[config.mk]
export PLATFORM = sky130hd
export DESIGN_NAME = capacity_bounded_item_table_top_flat
export DESIGN_NICKNAME = d
export VERILOG_FILES = /design/src/rtl/cbit_pkg.sv /design/src/rtl/cbit_if.sv /design/src/rtl/capacity_bounded_item_table_top.sv /design/src/rtl/cbit_ram.sv /design/src/flat_wrapper.sv
export VERILOG_INCLUDE_DIRS = /design/src /design/src/rtl
export SDC_FILE = /design/constraint.sdc
export NUM_CORES = 2
export LEC_CHECK = 0
export BUFFER_PORTS_ARGS = -buffer_cell sky130_fd_sc_hd__buf_2
export CORE_UTILIZATION = 50
export DETAILED_ROUTE_END_ITERATION = 8
export PLACE_DENSITY_LB_ADDON = 0.08
export SKIP_CTS_REPAIR_TIMING = 1
export SYNTH_ARGS = -nofsm -noshare
export SYNTH_HDL_FRONTEND = slang
export SYNTH_HIERARCHICAL = 1
export SYNTH_SLANG_ARGS = --single-unit
export TNS_END_PERCENT = 10
[constraint.sdc]
create_clock -name clk -period 8.5 [get_ports clk]
set_input_delay 0.425 -clock clk [delete_from_list [all_inputs] [get_ports clk]]
set_output_delay 0.425 -clock clk [all_outputs]
set_load 0.01 [all_outputs]
[src/rtl/capacity_bounded_item_table_top_macros.svh]
// ----------------------------------------------------------------------------
// capacity bounded item table assertion macros
// shared checking helpers, clocked on clk with rst_n as disable
// ----------------------------------------------------------------------------
`ifndef CAPACITY_BOUNDED_ITEM_TABLE_TOP_MACROS_SVH
`define CAPACITY_BOUNDED_ITEM_TABLE_TOP_MACROS_SVH

// property that must hold at every edge outside reset
`define CBIT_ASSERT(label, prop, msg) \
    label: assert property (@(posedge clk) disable iff (!rst_n) (prop)) \
        else $error(msg);

// trigger on one edge implies a consequence on the next edge
`define CBIT_ASSERT_NEXT(label, trig, cons, msg) \
    label: assert property (@(posedge clk) disable iff (!rst_n) (trig) |=> (cons)) \
        else $error(msg);

`endif

[src/rtl/cbit_pkg.sv]
// ----------------------------------------------------------------------------
// cbit_pkg
// shared types and constants of the capacity bounded item table
// ----------------------------------------------------------------------------
`timescale 1ns / 1ps

package cbit_pkg;

    localparam int DEF_MAX_ENTRIES = 32;
    localparam int DEF_VALUE_BITS  = 32;
    localparam int CMD_BITS        = 3;
    localparam int CFG_INDEX_BITS  = 1;

    // default derived widths
    localparam int DEF_INDEX_BITS  = (DEF_MAX_ENTRIES > 1) ? $clog2(DEF_MAX_ENTRIES) : 1;
    localparam int DEF_COUNT_BITS  = $clog2(DEF_MAX_ENTRIES + 1);

    typedef enum logic [CMD_BITS-1:0] {
        CMD_ADD        = 3'd0,
        CMD_REMOVE_MIN = 3'd1,
        CMD_REMOVE_MAX = 3'd2,
        CMD_REMOVE_AT  = 3'd3,
        CMD_READ       = 3'd4
    } cbit_cmd_t;

    localparam logic [CFG_INDEX_BITS-1:0] REG_VOLUME_LIMIT = 1'd0;
    localparam logic [CFG_INDEX_BITS-1:0] REG_WEIGHT_LIMIT = 1'd1;

endpackage

[src/rtl/cbit_if.sv]
// ----------------------------------------------------------------------------
// cbit channel interfaces
// command, result and configuration channels with valid/ready handshake
// ----------------------------------------------------------------------------
`timescale 1ns / 1ps

interface cbit_cmd_if #(
    parameter int VALUE_BITS = cbit_pkg::DEF_VALUE_BITS,
    parameter int INDEX_BITS = cbit_pkg::DEF_INDEX_BITS
);
    logic                          valid;
    logic                          ready;
    logic [cbit_pkg::CMD_BITS-1:0] command;
    logic [VALUE_BITS-1:0]         item_volume;
    logic [VALUE_BITS-1:0]         item_weight;
    logic [INDEX_BITS-1:0]         item_index;

    modport source (output valid, command, item_volume, item_weight, item_index,
                    input ready);
    modport sink   (input valid, command, item_volume, item_weight, item_index,
                    output ready);
endinterface

interface cbit_res_if #(
    parameter int VALUE_BITS = cbit_pkg::DEF_VALUE_BITS,
    parameter int COUNT_BITS = cbit_pkg::DEF_COUNT_BITS
);
    logic                  valid;
    logic                  ready;
    logic                  done_res;
    logic [VALUE_BITS-1:0] entry_volume;
    logic [VALUE_BITS-1:0] entry_weight;
    logic [COUNT_BITS-1:0] entry_count;
    logic [VALUE_BITS-1:0] used_volume;
    logic [VALUE_BITS-1:0] used_weight;

    modport source (output valid, done_res, entry_volume, entry_weight, entry_count,
                    used_volume, used_weight, input ready);
    modport sink   (input valid, done_res, entry_volume, entry_weight, entry_count,
                    used_volume, used_weight, output ready);
endinterface

interface cbit_cfg_if #(
    parameter int VALUE_BITS = cbit_pkg::DEF_VALUE_BITS
);
    logic                                valid;
    logic                                ready;
    logic [cbit_pkg::CFG_INDEX_BITS-1:0] index;
    logic [VALUE_BITS-1:0]               data;

    modport source (output valid, index, data, input ready);
    modport sink   (input valid, index, data, output ready);
endinterface

[src/rtl/capacity_bounded_item_table_top.sv]
// path from accepted beat to result beat: add, unknown command, removal from an empty
// table and index out of range go straight to the emit state; read passes the read state;
// remove at index passes read, erase and, when entries follow it, shift; remove lightest
// or heaviest passes scan, erase and likewise shift; emit then waits while the result side
// holds off; one item at a time; slot scan and shift walk the slot ram one entry per cycle
// reset clears count, totals, limits and control; slot ram is not cleared
// ----------------------------------------------------------------------------
// capacity_bounded_item_table_top
// ordered table of volume/weight entries with capacity limits, held in one ram
// ----------------------------------------------------------------------------
`timescale 1ns / 1ps

module capacity_bounded_item_table_top #(
    parameter int MAX_ENTRIES = cbit_pkg::DEF_MAX_ENTRIES,
    parameter int VALUE_BITS  = cbit_pkg::DEF_VALUE_BITS
) (
    input  logic       clk,
    input  logic       rst_n,
    cbit_cmd_if.sink   cmd,
    cbit_res_if.source res,
    cbit_cfg_if.sink   cfg
);

    import cbit_pkg::*;

    `include "capacity_bounded_item_table_top_macros.svh"

    localparam int IDX_W = (MAX_ENTRIES > 1) ? $clog2(MAX_ENTRIES) : 1;
    localparam int CNT_W = $clog2(MAX_ENTRIES + 1);
    localparam int ENT_W = 2 * VALUE_BITS;

    typedef enum logic [2:0] {
        S_IDLE,
        S_SCAN,
        S_READ,
        S_ERASE,
        S_SHIFT,
        S_EMIT
    } state_t;

    // control and table state
    state_t                state_reg;
    cbit_cmd_t             cmd_reg;
    logic [CNT_W-1:0]      count_reg;
    logic [VALUE_BITS-1:0] vol_total_reg;
    logic [VALUE_BITS-1:0] wt_total_reg;
    logic [VALUE_BITS-1:0] vol_limit_reg;
    logic [VALUE_BITS-1:0] wt_limit_reg;

    // walk pointers: scan read pointer, index of data now on the ram output,
    // erase position and shift write pointer
    logic [CNT_W-1:0]      scan_ptr_reg;
    logic [CNT_W-1:0]      data_idx_reg;
    logic [CNT_W-1:0]      pos_reg;
    logic [CNT_W-1:0]      wr_reg;

    // entry taken out of the table and done flag of the current item
    logic                  done_reg;
    logic [VALUE_BITS-1:0] ent_vol_reg;
    logic [VALUE_BITS-1:0] ent_wt_reg;

    // output register
    logic                  out_valid_reg;
    logic                  out_done_reg;
    logic [VALUE_BITS-1:0] out_ent_vol_reg;
    logic [VALUE_BITS-1:0] out_ent_wt_reg;
    logic [CNT_W-1:0]      out_count_reg;
    logic [VALUE_BITS-1:0] out_vol_total_reg;
    logic [VALUE_BITS-1:0] out_wt_total_reg;

    // slot ram, volume in the upper half, weight in the lower half
    logic                  ram_we;
    logic [IDX_W-1:0]      ram_waddr;
    logic [ENT_W-1:0]      ram_wdata;
    logic [IDX_W-1:0]      ram_raddr;
    logic [ENT_W-1:0]      ram_rdata;
    logic [VALUE_BITS-1:0] rd_vol;
    logic [VALUE_BITS-1:0] rd_wt;

    logic                  in_beat;
    logic                  out_free;
    cbit_cmd_t             in_cmd;
    logic [CNT_W-1:0]      in_idx;
    logic [VALUE_BITS:0]   vol_sum;
    logic [VALUE_BITS:0]   wt_sum;
    logic                  add_ok;
    logic                  idx_ok;
    logic                  want_max;
    logic                  better;
    logic                  scan_last;
    logic [CNT_W:0]        pos_plus1;
    logic [CNT_W:0]        wr_plus2;
    logic                  more_after_pos;
    logic                  more_to_shift;
    logic                  emit_fire;
    logic                  shift_past_end;
    logic                  empty_removal;

    cbit_ram #(
        .WIDTH (ENT_W),
        .DEPTH (MAX_ENTRIES)
    ) u_slot_ram (
        .clk   (clk),
        .we    (ram_we),
        .waddr (ram_waddr),
        .wdata (ram_wdata),
        .raddr (ram_raddr),
        .rdata (ram_rdata)
    );

    assign rd_vol = ram_rdata[ENT_W-1:VALUE_BITS];
    assign rd_wt  = ram_rdata[VALUE_BITS-1:0];

    // handshakes: new command only in idle, the output register frees on a taken beat
    assign cmd.ready = (state_reg == S_IDLE);
    assign in_beat   = cmd.valid && cmd.ready;
    assign out_free  = !out_valid_reg || res.ready;
    assign cfg.ready = 1'b1;

    assign in_cmd = cbit_cmd_t'(cmd.command);
    assign in_idx = CNT_W'(cmd.item_index);

    // capacity check: exact sums one bit wider than the totals
    assign vol_sum = {1'b0, vol_total_reg} + {1'b0, cmd.item_volume};
    assign wt_sum  = {1'b0, wt_total_reg} + {1'b0, cmd.item_weight};
    assign add_ok  = (count_reg < CNT_W'(MAX_ENTRIES))
                  && (vol_sum <= {1'b0, vol_limit_reg})
                  && (wt_sum <= {1'b0, wt_limit_reg});
    assign idx_ok  = (in_idx < count_reg);

    // scan: first slot seeds the best, strict compare keeps the lowest slot on ties
    assign want_max  = (cmd_reg == CMD_REMOVE_MAX);
    assign better    = (data_idx_reg == '0)
                    || (want_max ? (rd_wt > ent_wt_reg) : (rd_wt < ent_wt_reg));
    assign scan_last = (data_idx_reg == count_reg - CNT_W'(1));

    // shift bounds, compared one bit wider so the pointers never wrap
    assign pos_plus1      = {1'b0, pos_reg} + (CNT_W+1)'(1);
    assign wr_plus2       = {1'b0, wr_reg} + (CNT_W+1)'(2);
    assign more_after_pos = (pos_plus1 < {1'b0, count_reg});
    assign more_to_shift  = (wr_plus2 < {1'b0, count_reg});

    // finished item moves into the output register this cycle
    assign emit_fire = (state_reg == S_EMIT) && out_free;

    // ram port steering
    always_comb
    begin
        ram_we    = 1'b0;
        ram_waddr = count_reg[IDX_W-1:0];
        ram_wdata = {cmd.item_volume, cmd.item_weight};
        ram_raddr = '0;
        unique case (state_reg)
            S_IDLE:
            begin
                // append at the tail on an accepted add
                if (in_beat && in_cmd == CMD_ADD && add_ok)
                begin
                    ram_we = 1'b1;
                end
                if (in_cmd == CMD_REMOVE_AT || in_cmd == CMD_READ)
                begin
                    ram_raddr = cmd.item_index;
                end
            end
            S_SCAN:
            begin
                ram_raddr = scan_ptr_reg[IDX_W-1:0];
            end
            S_ERASE:
            begin
                ram_raddr = pos_plus1[IDX_W-1:0];
            end
            S_SHIFT:
            begin
                // slot k+1 arrives, goes into slot k, slot k+2 is fetched
                ram_we    = 1'b1;
                ram_waddr = wr_reg[IDX_W-1:0];
                ram_wdata = ram_rdata;
                ram_raddr = wr_plus2[IDX_W-1:0];
            end
            S_READ, S_EMIT:
            begin
                ram_raddr = '0;
            end
            default:
            begin
                ram_raddr = '0;
            end
        endcase
    end

    // sequencer, table state and output register
    always_ff @(posedge clk or negedge rst_n)
    begin
        if (!rst_n)
        begin
            state_reg         <= S_IDLE;
            cmd_reg           <= CMD_ADD;
            count_reg         <= '0;
            vol_total_reg     <= '0;
            wt_total_reg      <= '0;
            vol_limit_reg     <= '0;
            wt_limit_reg      <= '0;
            scan_ptr_reg      <= '0;
            data_idx_reg      <= '0;
            pos_reg           <= '0;
            wr_reg            <= '0;
            done_reg          <= 1'b0;
            ent_vol_reg       <= '0;
            ent_wt_reg        <= '0;
            out_valid_reg     <= 1'b0;
            out_done_reg      <= 1'b0;
            out_ent_vol_reg   <= '0;
            out_ent_wt_reg    <= '0;
            out_count_reg     <= '0;
            out_vol_total_reg <= '0;
            out_wt_total_reg  <= '0;
        end
        else
        begin
            // limit writes, to be made only while idle; the block itself does not enforce this
            if (cfg.valid)
            begin
                unique case (cfg.index)
                    REG_VOLUME_LIMIT: vol_limit_reg <= cfg.data;
                    REG_WEIGHT_LIMIT: wt_limit_reg  <= cfg.data;
                endcase
            end

            // a taken beat empties the output register unless a new result loads it
            if (res.ready && !emit_fire)
            begin
                out_valid_reg <= 1'b0;
            end

            unique case (state_reg)
                S_IDLE:
                begin
                    if (in_beat)
                    begin
                        cmd_reg     <= in_cmd;
                        done_reg    <= 1'b0;
                        ent_vol_reg <= '0;
                        ent_wt_reg  <= '0;
                        state_reg   <= S_EMIT;
                        unique case (in_cmd)
                            CMD_ADD:
                            begin
                                if (add_ok)
                                begin
                                    count_reg     <= count_reg + CNT_W'(1);
                                    vol_total_reg <= vol_sum[VALUE_BITS-1:0];
                                    wt_total_reg  <= wt_sum[VALUE_BITS-1:0];
                                    done_reg      <= 1'b1;
                                end
                            end
                            CMD_REMOVE_MIN, CMD_REMOVE_MAX:
                            begin
                                // slot 0 already requested this cycle
                                if (count_reg != '0)
                                begin
                                    scan_ptr_reg <= CNT_W'(1);
                                    data_idx_reg <= '0;
                                    state_reg    <= S_SCAN;
                                end
                            end
                            CMD_REMOVE_AT, CMD_READ:
                            begin
                                if (idx_ok)
                                begin
                                    pos_reg   <= in_idx;
                                    state_reg <= S_READ;
                                end
                            end
                            default:
                            begin
                                // unknown command: empty result
                                state_reg <= S_EMIT;
                            end
                        endcase
                    end
                end
                S_SCAN:
                begin
                    scan_ptr_reg <= scan_ptr_reg + CNT_W'(1);
                    data_idx_reg <= data_idx_reg + CNT_W'(1);
                    if (better)
                    begin
                        pos_reg     <= data_idx_reg;
                        ent_vol_reg <= rd_vol;
                        ent_wt_reg  <= rd_wt;
                    end
                    if (scan_last)
                    begin
                        state_reg <= S_ERASE;
                    end
                end
                S_READ:
                begin
                    ent_vol_reg <= rd_vol;
                    ent_wt_reg  <= rd_wt;
                    if (cmd_reg == CMD_READ)
                    begin
                        done_reg  <= 1'b1;
                        state_reg <= S_EMIT;
                    end
                    else
                    begin
                        state_reg <= S_ERASE;
                    end
                end
                S_ERASE:
                begin
                    // totals drop now; count drops now when no entry follows, else once the shift is over
                    done_reg      <= 1'b1;
                    vol_total_reg <= vol_total_reg - ent_vol_reg;
                    wt_total_reg  <= wt_total_reg - ent_wt_reg;
                    if (more_after_pos)
                    begin
                        wr_reg    <= pos_reg;
                        state_reg <= S_SHIFT;
                    end
                    else
                    begin
                        count_reg <= count_reg - CNT_W'(1);
                        state_reg <= S_EMIT;
                    end
                end
                S_SHIFT:
                begin
                    if (more_to_shift)
                    begin
                        wr_reg <= wr_reg + CNT_W'(1);
                    end
                    else
                    begin
                        count_reg <= count_reg - CNT_W'(1);
                        state_reg <= S_EMIT;
                    end
                end
                S_EMIT:
                begin
                    if (out_free)
                    begin
                        out_valid_reg     <= 1'b1;
                        out_done_reg      <= done_reg;
                        out_ent_vol_reg   <= ent_vol_reg;
                        out_ent_wt_reg    <= ent_wt_reg;
                        out_count_reg     <= count_reg;
                        out_vol_total_reg <= vol_total_reg;
                        out_wt_total_reg  <= wt_total_reg;
                        state_reg         <= S_IDLE;
                    end
                end
                default:
                begin
                    state_reg <= S_IDLE;
                end
            endcase
        end
    end

    // result beat
    assign res.valid        = out_valid_reg;
    assign res.done_res     = out_done_reg;
    assign res.entry_volume = out_ent_vol_reg;
    assign res.entry_weight = out_ent_wt_reg;
    assign res.entry_count  = out_count_reg;
    assign res.used_volume  = out_vol_total_reg;
    assign res.used_weight  = out_wt_total_reg;

    // checks
    assign shift_past_end = (state_reg == S_SHIFT)
                         && ({1'b0, wr_reg} + (CNT_W+1)'(1) >= {1'b0, count_reg});
    assign empty_removal  = in_beat && (in_cmd == CMD_REMOVE_MIN || in_cmd == CMD_REMOVE_MAX)
                         && (count_reg == '0);

    `CBIT_ASSERT(a_count_bound, count_reg <= CNT_W'(MAX_ENTRIES), "held count above capacity")
    `CBIT_ASSERT(a_shift_in_table, !shift_past_end, "shift walks past the held entries")
    `CBIT_ASSERT_NEXT(a_emit_loads, emit_fire, out_valid_reg && cmd.ready, "result not loaded")
    `CBIT_ASSERT_NEXT(a_scan_nonempty, empty_removal, state_reg == S_EMIT, "empty table scanned")

endmodule

[src/rtl/cbit_ram.sv]
// ----------------------------------------------------------------------------
// cbit_ram
// generic simple dual port ram, one write port, one registered read port
// ----------------------------------------------------------------------------
`timescale 1ns / 1ps

module cbit_ram #(
    parameter int WIDTH = 2 * cbit_pkg::DEF_VALUE_BITS,
    parameter int DEPTH = cbit_pkg::DEF_MAX_ENTRIES,
    parameter int ADDR_BITS = (DEPTH > 1) ? $clog2(DEPTH) : 1
) (
    input  logic                 clk,
    input  logic                 we,
    input  logic [ADDR_BITS-1:0] waddr,
    input  logic [WIDTH-1:0]     wdata,
    input  logic [ADDR_BITS-1:0] raddr,
    output logic [WIDTH-1:0]     rdata
);

    logic [WIDTH-1:0] mem [DEPTH];

    always_ff @(posedge clk)
    begin
        if (we)
        begin
            mem[waddr] <= wdata;
        end
        rdata <= mem[raddr];
    end

endmodule

[src/flat_wrapper.sv]
// flat-port wrapper written by rule: the top's interface ports become plain ports
module capacity_bounded_item_table_top_flat import cbit_pkg::*;
#(
    parameter int MAX_ENTRIES = cbit_pkg::DEF_MAX_ENTRIES,
    parameter int VALUE_BITS  = cbit_pkg::DEF_VALUE_BITS
)
  (clk, rst_n, cmd_valid, cmd_command, cmd_item_volume, cmd_item_weight, cmd_item_index, cmd_ready, res_valid, res_done_res, res_entry_volume, res_entry_weight, res_entry_count, res_used_volume, res_used_weight, res_ready, cfg_valid, cfg_index, cfg_data, cfg_ready);
  cbit_cmd_if #(.VALUE_BITS(VALUE_BITS)) cmd_i ();
  cbit_res_if #(.VALUE_BITS(VALUE_BITS)) res_i ();
  cbit_cfg_if #(.VALUE_BITS(VALUE_BITS)) cfg_i ();
  input  logic clk;
  input  logic rst_n;
  input wire logic [$bits(cmd_i.valid)-1:0] cmd_valid;
  input wire logic [$bits(cmd_i.command)-1:0] cmd_command;
  input wire logic [$bits(cmd_i.item_volume)-1:0] cmd_item_volume;
  input wire logic [$bits(cmd_i.item_weight)-1:0] cmd_item_weight;
  input wire logic [$bits(cmd_i.item_index)-1:0] cmd_item_index;
  output wire logic [$bits(cmd_i.ready)-1:0] cmd_ready;
  output wire logic [$bits(res_i.valid)-1:0] res_valid;
  output wire logic [$bits(res_i.done_res)-1:0] res_done_res;
  output wire logic [$bits(res_i.entry_volume)-1:0] res_entry_volume;
  output wire logic [$bits(res_i.entry_weight)-1:0] res_entry_weight;
  output wire logic [$bits(res_i.entry_count)-1:0] res_entry_count;
  output wire logic [$bits(res_i.used_volume)-1:0] res_used_volume;
  output wire logic [$bits(res_i.used_weight)-1:0] res_used_weight;
  input wire logic [$bits(res_i.ready)-1:0] res_ready;
  input wire logic [$bits(cfg_i.valid)-1:0] cfg_valid;
  input wire logic [$bits(cfg_i.index)-1:0] cfg_index;
  input wire logic [$bits(cfg_i.data)-1:0] cfg_data;
  output wire logic [$bits(cfg_i.ready)-1:0] cfg_ready;
  assign cmd_i.valid = cmd_valid;
  assign cmd_i.command = cmd_command;
  assign cmd_i.item_volume = cmd_item_volume;
  assign cmd_i.item_weight = cmd_item_weight;
  assign cmd_i.item_index = cmd_item_index;
  assign cmd_ready = cmd_i.ready;
  assign res_valid = res_i.valid;
  assign res_done_res = res_i.done_res;
  assign res_entry_volume = res_i.entry_volume;
  assign res_entry_weight = res_i.entry_weight;
  assign res_entry_count = res_i.entry_count;
  assign res_used_volume = res_i.used_volume;
  assign res_used_weight = res_i.used_weight;
  assign res_i.ready = res_ready;
  assign cfg_i.valid = cfg_valid;
  assign cfg_i.index = cfg_index;
  assign cfg_i.data = cfg_data;
  assign cfg_ready = cfg_i.ready;
  capacity_bounded_item_table_top #(.MAX_ENTRIES(MAX_ENTRIES), .VALUE_BITS(VALUE_BITS)) u_core (.clk(clk), .rst_n(rst_n), .cmd(cmd_i), .res(res_i), .cfg(cfg_i));
endmodule
======== Word-level counts from Yosys, hierarchy flattened ========
Memory sizes are Yosys's and may differ from the RTL's. A register that Yosys moved wholly into a read port is not among the register bits.
Cells that the tools add are included.
W data, S select, Z words.
word-level totals
  register bits ........................... 365
  bits in latches ......................... 0
  bits in writable memories ............... 2,048
  bits in read-only memories .............. 0
  input bits .............................. 110
  output and inout port bits .............. 138
  memories kept ........................... 1
memories
  memory                 words  width  rd ports  clocked after Yosys merged registers in  wr ports  line            RTL
  u_core.u_slot_ram.mem  32     64     1         1                                        1         cbit_ram.sv:20  logic [WIDTH-1:0] mem [DEPTH];
cells by class
  add/sub/neg operators ................... 11
  $mul .................................... 0
  div/mod/pow operators ................... 0
  magnitude comparators ................... 8
  equal/unequal tests ..................... 27
  shifts and indexed selects .............. 0
  muxes and demuxes ....................... 62
  bitwise operators ....................... 1
  reduce and logical (&&, ||, !) cells .... 36
operators with widths
  operator               count
  $mux W32               9
  $pmux W32 S3           2
  $pmux W32 S2           2
  $mux W6                17
  $add A32 B32 Y33       2
  $le A33 B32 Y1         2
  $mux W64               1
  $sub A32 B32 Y32       2
  $pmux W6 S2            4
  $gt A32 B32 Y1         1
  $lt A32 B32 Y1         1
  $add A6 B1 Y6 const B  4
  $mux W3                7
  $pmux W5 S4            1
  $ne A2 B2 Y1 const B   9
  $pmux W3 S6            1
  $pmux W6 S3            1
  $eq A3 B2 Y1 const B   5
  $lt A7 B6 Y1           2
  $eq A3 B3 Y1 const B   4
  $mux W1                12
  $ne A2 B1 Y1 const B   6
  $reduce_and A4 Y1      3
  $mux W5                2
  24 further kinds       45

======== Longest topological paths before layout ========
  word-level depth ........................ 9
  depth in mapped cells ................... 24
  mapped depth without buffers ............ 23

======== Hierarchy ========
The synthesis kept the hierarchy.
by module, submodules not included
  module                           times used  cells an instance  area an instance (um^2)
  cbit_ram                         1           3,096              78,964.5
  capacity_bounded_item_table_top  1           2,721              25,137.9

======== Least setup slack after synthesis ========
OpenSTA, ideal clock, no wires.
  path type ............................... input port to flip-flop
  from .................................... in cmd_item_volume[10]
  to ...................................... mem u_core/u_slot_ram/mem[28][0] in the netlist's numbering, enable pin
  library setup time ...................... 0.487 ns
  data arrival time ....................... 7.736 ns
  required time ........................... 8.013 ns
  slack ................................... 0.278 ns
  stages .................................. 22
  buffers on the path ..................... 1
  cell sequence ........................... ha_1 > and3_1 > a31o_2 > a21oi_1 > a21oi_1 > or4_1 > a31oi_1 > o21a_1 > xnor2_1 > inv_1 > ha_1 > nor2b_1 > a2111oi_0 > o211ai_1 > a221oi_2 > o211ai_1 > nor2_1 > nand4_1 > nand2_1 > or3b_2 > clkbuf_1 > nor2_1
on the way
  cells in the longest elaborated chain, start to end .. 9
RTL lines
  element                        line                                    RTL
  from (decl)                    flat_wrapper.sv:15                      input wire logic [$bits(cmd_i.item_volume)-1:0] cmd_item_volume;
  $add A32 B32 Y33               capacity_bounded_item_table_top.sv:124  assign vol_sum = {1'b0, vol_total_reg} + {1'b0, cmd.item_volume};
  $le A33 B32 Y1                 capacity_bounded_item_table_top.sv:127  && (vol_sum <= {1'b0, vol_limit_reg})
  $logic_and A1 B1 Y1            capacity_bounded_item_table_top.sv:127
  $logic_and A1 B1 Y1            capacity_bounded_item_table_top.sv:128  && (wt_sum <= {1'b0, wt_limit_reg});
  $logic_and A1 B1 Y1            capacity_bounded_item_table_top.sv:157  if (in_beat && in_cmd == CMD_ADD && add_ok)
  $mux W1                        capacity_bounded_item_table_top.sv:157
  $pmux W1 S2                    capacity_bounded_item_table_top.sv:153  unique case (state_reg)
  named net u_core.ram_we        capacity_bounded_item_table_top.sv:72   logic ram_we;
  $mux W1                        cbit_ram.sv:24                          if (we)
  $mux W1 (not written as such)  cbit_ram.sv:26                          mem[waddr] <= wdata;
  to (decl)                      cbit_ram.sv:20
The timed path passes the listed nets, and every way through them passes these cells.

======== Worst setup path after layout ========
  from .................................... reg u_core.vol_total_reg[11]
  to ...................................... mem u_core/u_slot_ram/mem[4][47] in the netlist's numbering, enable pin
on the way
  cells in the longest elaborated chain, start to end .. 9
RTL lines
  element                        line                                    RTL
  from (decl)                    capacity_bounded_item_table_top.sv:45   logic [VALUE_BITS-1:0] vol_total_reg;
  from (signal assigned)         capacity_bounded_item_table_top.sv:253  vol_total_reg <= vol_sum[VALUE_BITS-1:0];
  from (signal assigned)         capacity_bounded_item_table_top.sv:317  vol_total_reg <= vol_total_reg - ent_vol_reg;
  $add A32 B32 Y33               capacity_bounded_item_table_top.sv:124
  $le A33 B32 Y1                 capacity_bounded_item_table_top.sv:127
  $logic_and A1 B1 Y1            capacity_bounded_item_table_top.sv:127
  $logic_and A1 B1 Y1            capacity_bounded_item_table_top.sv:128
  $logic_and A1 B1 Y1            capacity_bounded_item_table_top.sv:157
  $mux W1                        capacity_bounded_item_table_top.sv:157
  $pmux W1 S2                    capacity_bounded_item_table_top.sv:153
  named net u_core.ram_we        capacity_bounded_item_table_top.sv:72
  $mux W1                        cbit_ram.sv:24
  $mux W1 (not written as such)  cbit_ram.sv:26
The timed path passes the listed nets, and every way through them passes these cells.

==> metrics.md <==
| Metric | Value |
|---|---|
| Status | finished, final reports clean |
| DRC violations left | 0 |
| CTS H-tree depth | 5 |
| Max FFs per register | 2048 |
| Area of the multi-input gates | 30620 um^2 |
| DR WL/cell | 31.91 um |
| Synth warn | 6 |
| Combinational share of power | 0.419 |
| Final worst path period share | 0.9076 |
| Worst reg-to-reg setup slack | 790 ps |
| Mapped Nets | 6176 |
| Total power | 0.04746 W |
| Die X-Extent | 458.3 um |
| Switching share of total power | 0.3607 |
| Critical Path RT | 9060 ps |
| Count of cell types in the netlist | 80 |
| Die H | 458.3 um |
| Slew @ Worst Pin | 1274 ps |
| Max Freq | 129.6 MHz |
| Worst Hold Class | in2reg |
| Most frequent cells after synthesis | edfxtp_1, mux4_2, nand2_1 |
| Hold Vio Cnt, Final | 0 |
| CTS max path bufs | 4 |
| CP max-delay cell | or3b_2 |
| Port Buffer Count | 246 |
| Cell type with the largest total area after synthesis | edfxtp_1 |
| Clk Latency, worst-skew pair | 930 ps |
| CTS root buf | clkbuf_16 |
| Crit-path max cell delay | 710 ps |
| Post-DP HPWL | 185500 um |
| Crit Path Class | reg2reg |
| Final setup violation count | 0 |
| Crit path launch type | flop |
| Syn-to-layout area delta | 14.26% |
| GR Overflow Total | 0 |
| Clock Skews | 54.31 ps |
| Worst reg2reg startpoint | u_core/vol_total_reg[11] |
| Most frequent cell after synthesis | edfxtp_1 |
| Clk sinks | 2476 |
| Antenna viol nets, final | 0 |
| TritonCTS clock tree | yes |
| Tmin final | 7714 ps |
| Asr flop ratio synth | 0.1470 |
| Slew Viols, Final | 0 |
| Post-synthesis register bit count | 2476 |
| Top FF cell, synth | edfxtp_1 |
| Initial antenna violation count | 17 |
| Drt first pass iters | 6 |
| Fillcell total | 15.73k |
| TNS Setup | 0 ps |
| GRT Util Overall | 0.2828 |
| RR Endpoint | u_core/u_slot_ram/mem[4][47] |
| Most used cell, CP | o211ai_1 |
| Syn Std Cell Area | 104100 um^2 |
| Max-cap violation count | 0 |
| Max rail drop VDD | 0.0004285 V |
| Sequential cell area fraction in the yosys report | 0.6906 |
| Post-Syn Instances | 5817 |
| Worst Setup End Kind | flop |
| Detailed-route via count | 57.71k |
| Core ar. | 207100 um^2 |
| Cell area power density | 399.0 nW/um^2 |
| Seq pwr share | 0.339 |
| RSZ-0062 raised after global routing | false |
| I/O pin count | 248 |
| DRT iter0 DRCs | 6679 |
| Synth area leaders | edfxtp_1, mux4_2, dfrtp_1 |
| # rows | 167 |
| Register clock-pin slew on the reported worst setup and hold paths | 60 ps |
| Hold Path Depth | 4 |
| CP Cell Sequence | ha_1 > and3_1 > nand4_1 > nor4_1 > o211ai_1 > a21oi_1 > o21ai_0 > a311oi_1 > xor2_1 > ha_1 > a21oi_1 > nor2b_1 > a2111oi_0 > o211ai_1 > a221oi_2 > o211ai_1 > nor2_1 > nand4_1 > nand2_1 > or3b_2 > nor2_4 > buf_12 |
| R2r worst-path depth | 22 |
| TritonCTS buffer count | 278 |
| Post-synth EDFFs | 2048 |
| Share of cells above drive strength 1 | 0.2628 |
| Diode count | 0 |
| Top fanout value on the critical path | 39 |
| Avg Cell Area, Syn | 17.90 um^2 |
| Setup crit end | u_core/u_slot_ram/mem[4][47] |
| Switch Pwr | 0.01712 W |
| Setup crit start | u_core/vol_total_reg[11] |
| Critical path arrival | 8270 ps |
| Largest net degree at the start of global routing | 136 |
| Routability cong. | 0.9080 |
| Initial Util | 0.5027 |
| Routed WL | 295800 um |
| Most flops, register | u_core/u_slot_ram/mem |
| Top flop regs | u_core/u_slot_ram/mem: 2048 flops, u_core/u_slot_ram/rdata: 64 flops |
| FF/Latch Area | 71890 um^2 |
| Die Footprint | 210000 um^2 |
| Cell Int Power | 0.03034 W |
| First-pass GRT wire length | 421500 um |
| Slew headroom | 0.1489 |
| Vias per cell | 6.226 |
| Share of the synthesized area in the top cell type | 0.5908 |
| Number of global-route vias before repair | 56.33k |
| Leak Pwr | 41.17 nW |
| Nets | 6639 |
| Clock Power Share | 0.242 |
==> metrics by stage <==
stage / hold slack [ps] / setup slack, ps / instances / instance area, um^2 / utilization
detailed placement: 460.5 / 797.7 / 8746 / 109900 / 0.5307
floorplan: 129.4 / 277.6 / 5817 / 104100 / -
global route: 55.66 / 431.8 / 9269 / 118900 / 0.5744
finish: 46.09 / 785.5 / 9269 / 118900 / 0.5744
global placement: 456.5 / 744.1 / 8746 / 109900 / 0.5307
CTS: -442.1 / 791.4 / 9227 / 118500 / 0.5724
==> how the worst min path moves through the flow <==
stage	to	startpoint	slack, ps
2_1_floorplan	u_core/cmd_reg[0]	rst_n	130
3_3_place_gp	u_core/ent_vol_reg[0]	u_core/u_slot_ram/rdata[32]	460
3_5_place_dp	u_core/ent_vol_reg[0]	u_core/u_slot_ram/rdata[32]	460
4_1_cts	u_core/res.entry_count[0]	rst_n	-440
5_1_grt	u_core/vol_total_reg[0]	cmd_item_volume[0]	60
6_report	u_core/vol_total_reg[0]	cmd_item_volume[0]	50
==> cell type report <==
| type | count | area share |
|---|---|---|
| Clock inverter | 110 | 0.008058 |
| Tap cell | 2788 | 0.02933 |
| Multi-Input combinational cell | 2892 | 0.2574 |
| Inverter | 189 | 0.005964 |
| Timing Repair Buffer | 443 | 0.03038 |
| Clock buffer | 371 | 0.06445 |
| Sequential cell | 2476 | 0.6044 |
==> worst max-delay path, delay by kind of cell (launching register included) <==
family	cells	cell delay (ps)
AO/OA/AOI/OAI	9	2410
XOR/XNOR	1	210
adder cells (fa/ha/maj)	2	680
buffers and inverters	1	360
flip-flops	1	450
AND/OR/NAND/NOR	9	3150
==> cell usage in the layout, fill, tap and decap left out, types with 54 or more instances in the layout <==
| cell | synthesis | layout |
|---|---|---|
| mux2_2 | 260 | 260 |
| nor2_1 | 146 | 112 |
| edfxtp_1 | 2048 | 2048 |
| dfrtp_1 | 364 | 364 |
| a22o_1 | 66 | 66 |
| a21oi_1 | 166 | 166 |
| ha_1 | 245 | 245 |
| mux4_2 | 602 | 602 |
| buf_2 | 72 | 245 |
| o21ai_0 | 157 | 152 |
| clkbuf_16 | 0 | 286 |
| a21o_1 | 82 | 82 |
| clkbuf_1 | 128 | 66 |
| xnor2_1 | 79 | 79 |
| buf_12 | 0 | 63 |
| inv_1 | 188 | 188 |
| nand3_1 | 54 | 54 |
| dfxtp_1 | 64 | 64 |
| buf_4 | 18 | 92 |
| nand2_1 | 408 | 405 |
==> power by group through the flow <==
stage	clock network, W	registers (W)	logic (W)
global route	0.0121	0.0162	0.0213
floorplan	0	0.0158	0.0138
CTS	0.0117	0.0161	0.0199
detailed placement	0	0.0163	0.0199
global placement	0	0.0163	0.0198
finish	0.0115	0.0161	0.0199
==> logic make-up (layout without fill, tap and decap cells) <==
logic type	Yosys count	in the layout	share of synthesized area
XOR/XNOR	128	128	0.01077
flip-flops	2476	2476	0.6906
AO/OA/AOI/OAI	747	747	0.04790
AND/OR/NAND/NOR	830	830	0.03607
multiplexers	937	937	0.1659
buffers and inverters	449	1113	0.01857
other	1	1	0.00003602
adder cells (fa/ha/maj)	249	249	0.03022
==> layer usage <==
layer  up-vias  routed length (um)  GRT usage
li1      24165                   -          -
met4         2                6162    0.06329
met5         -                  12          0
met3       361               21160    0.04237
met2      2345              136300     0.4320
met1     30832              132200     0.4317
(Power assumes the default switching activity.)
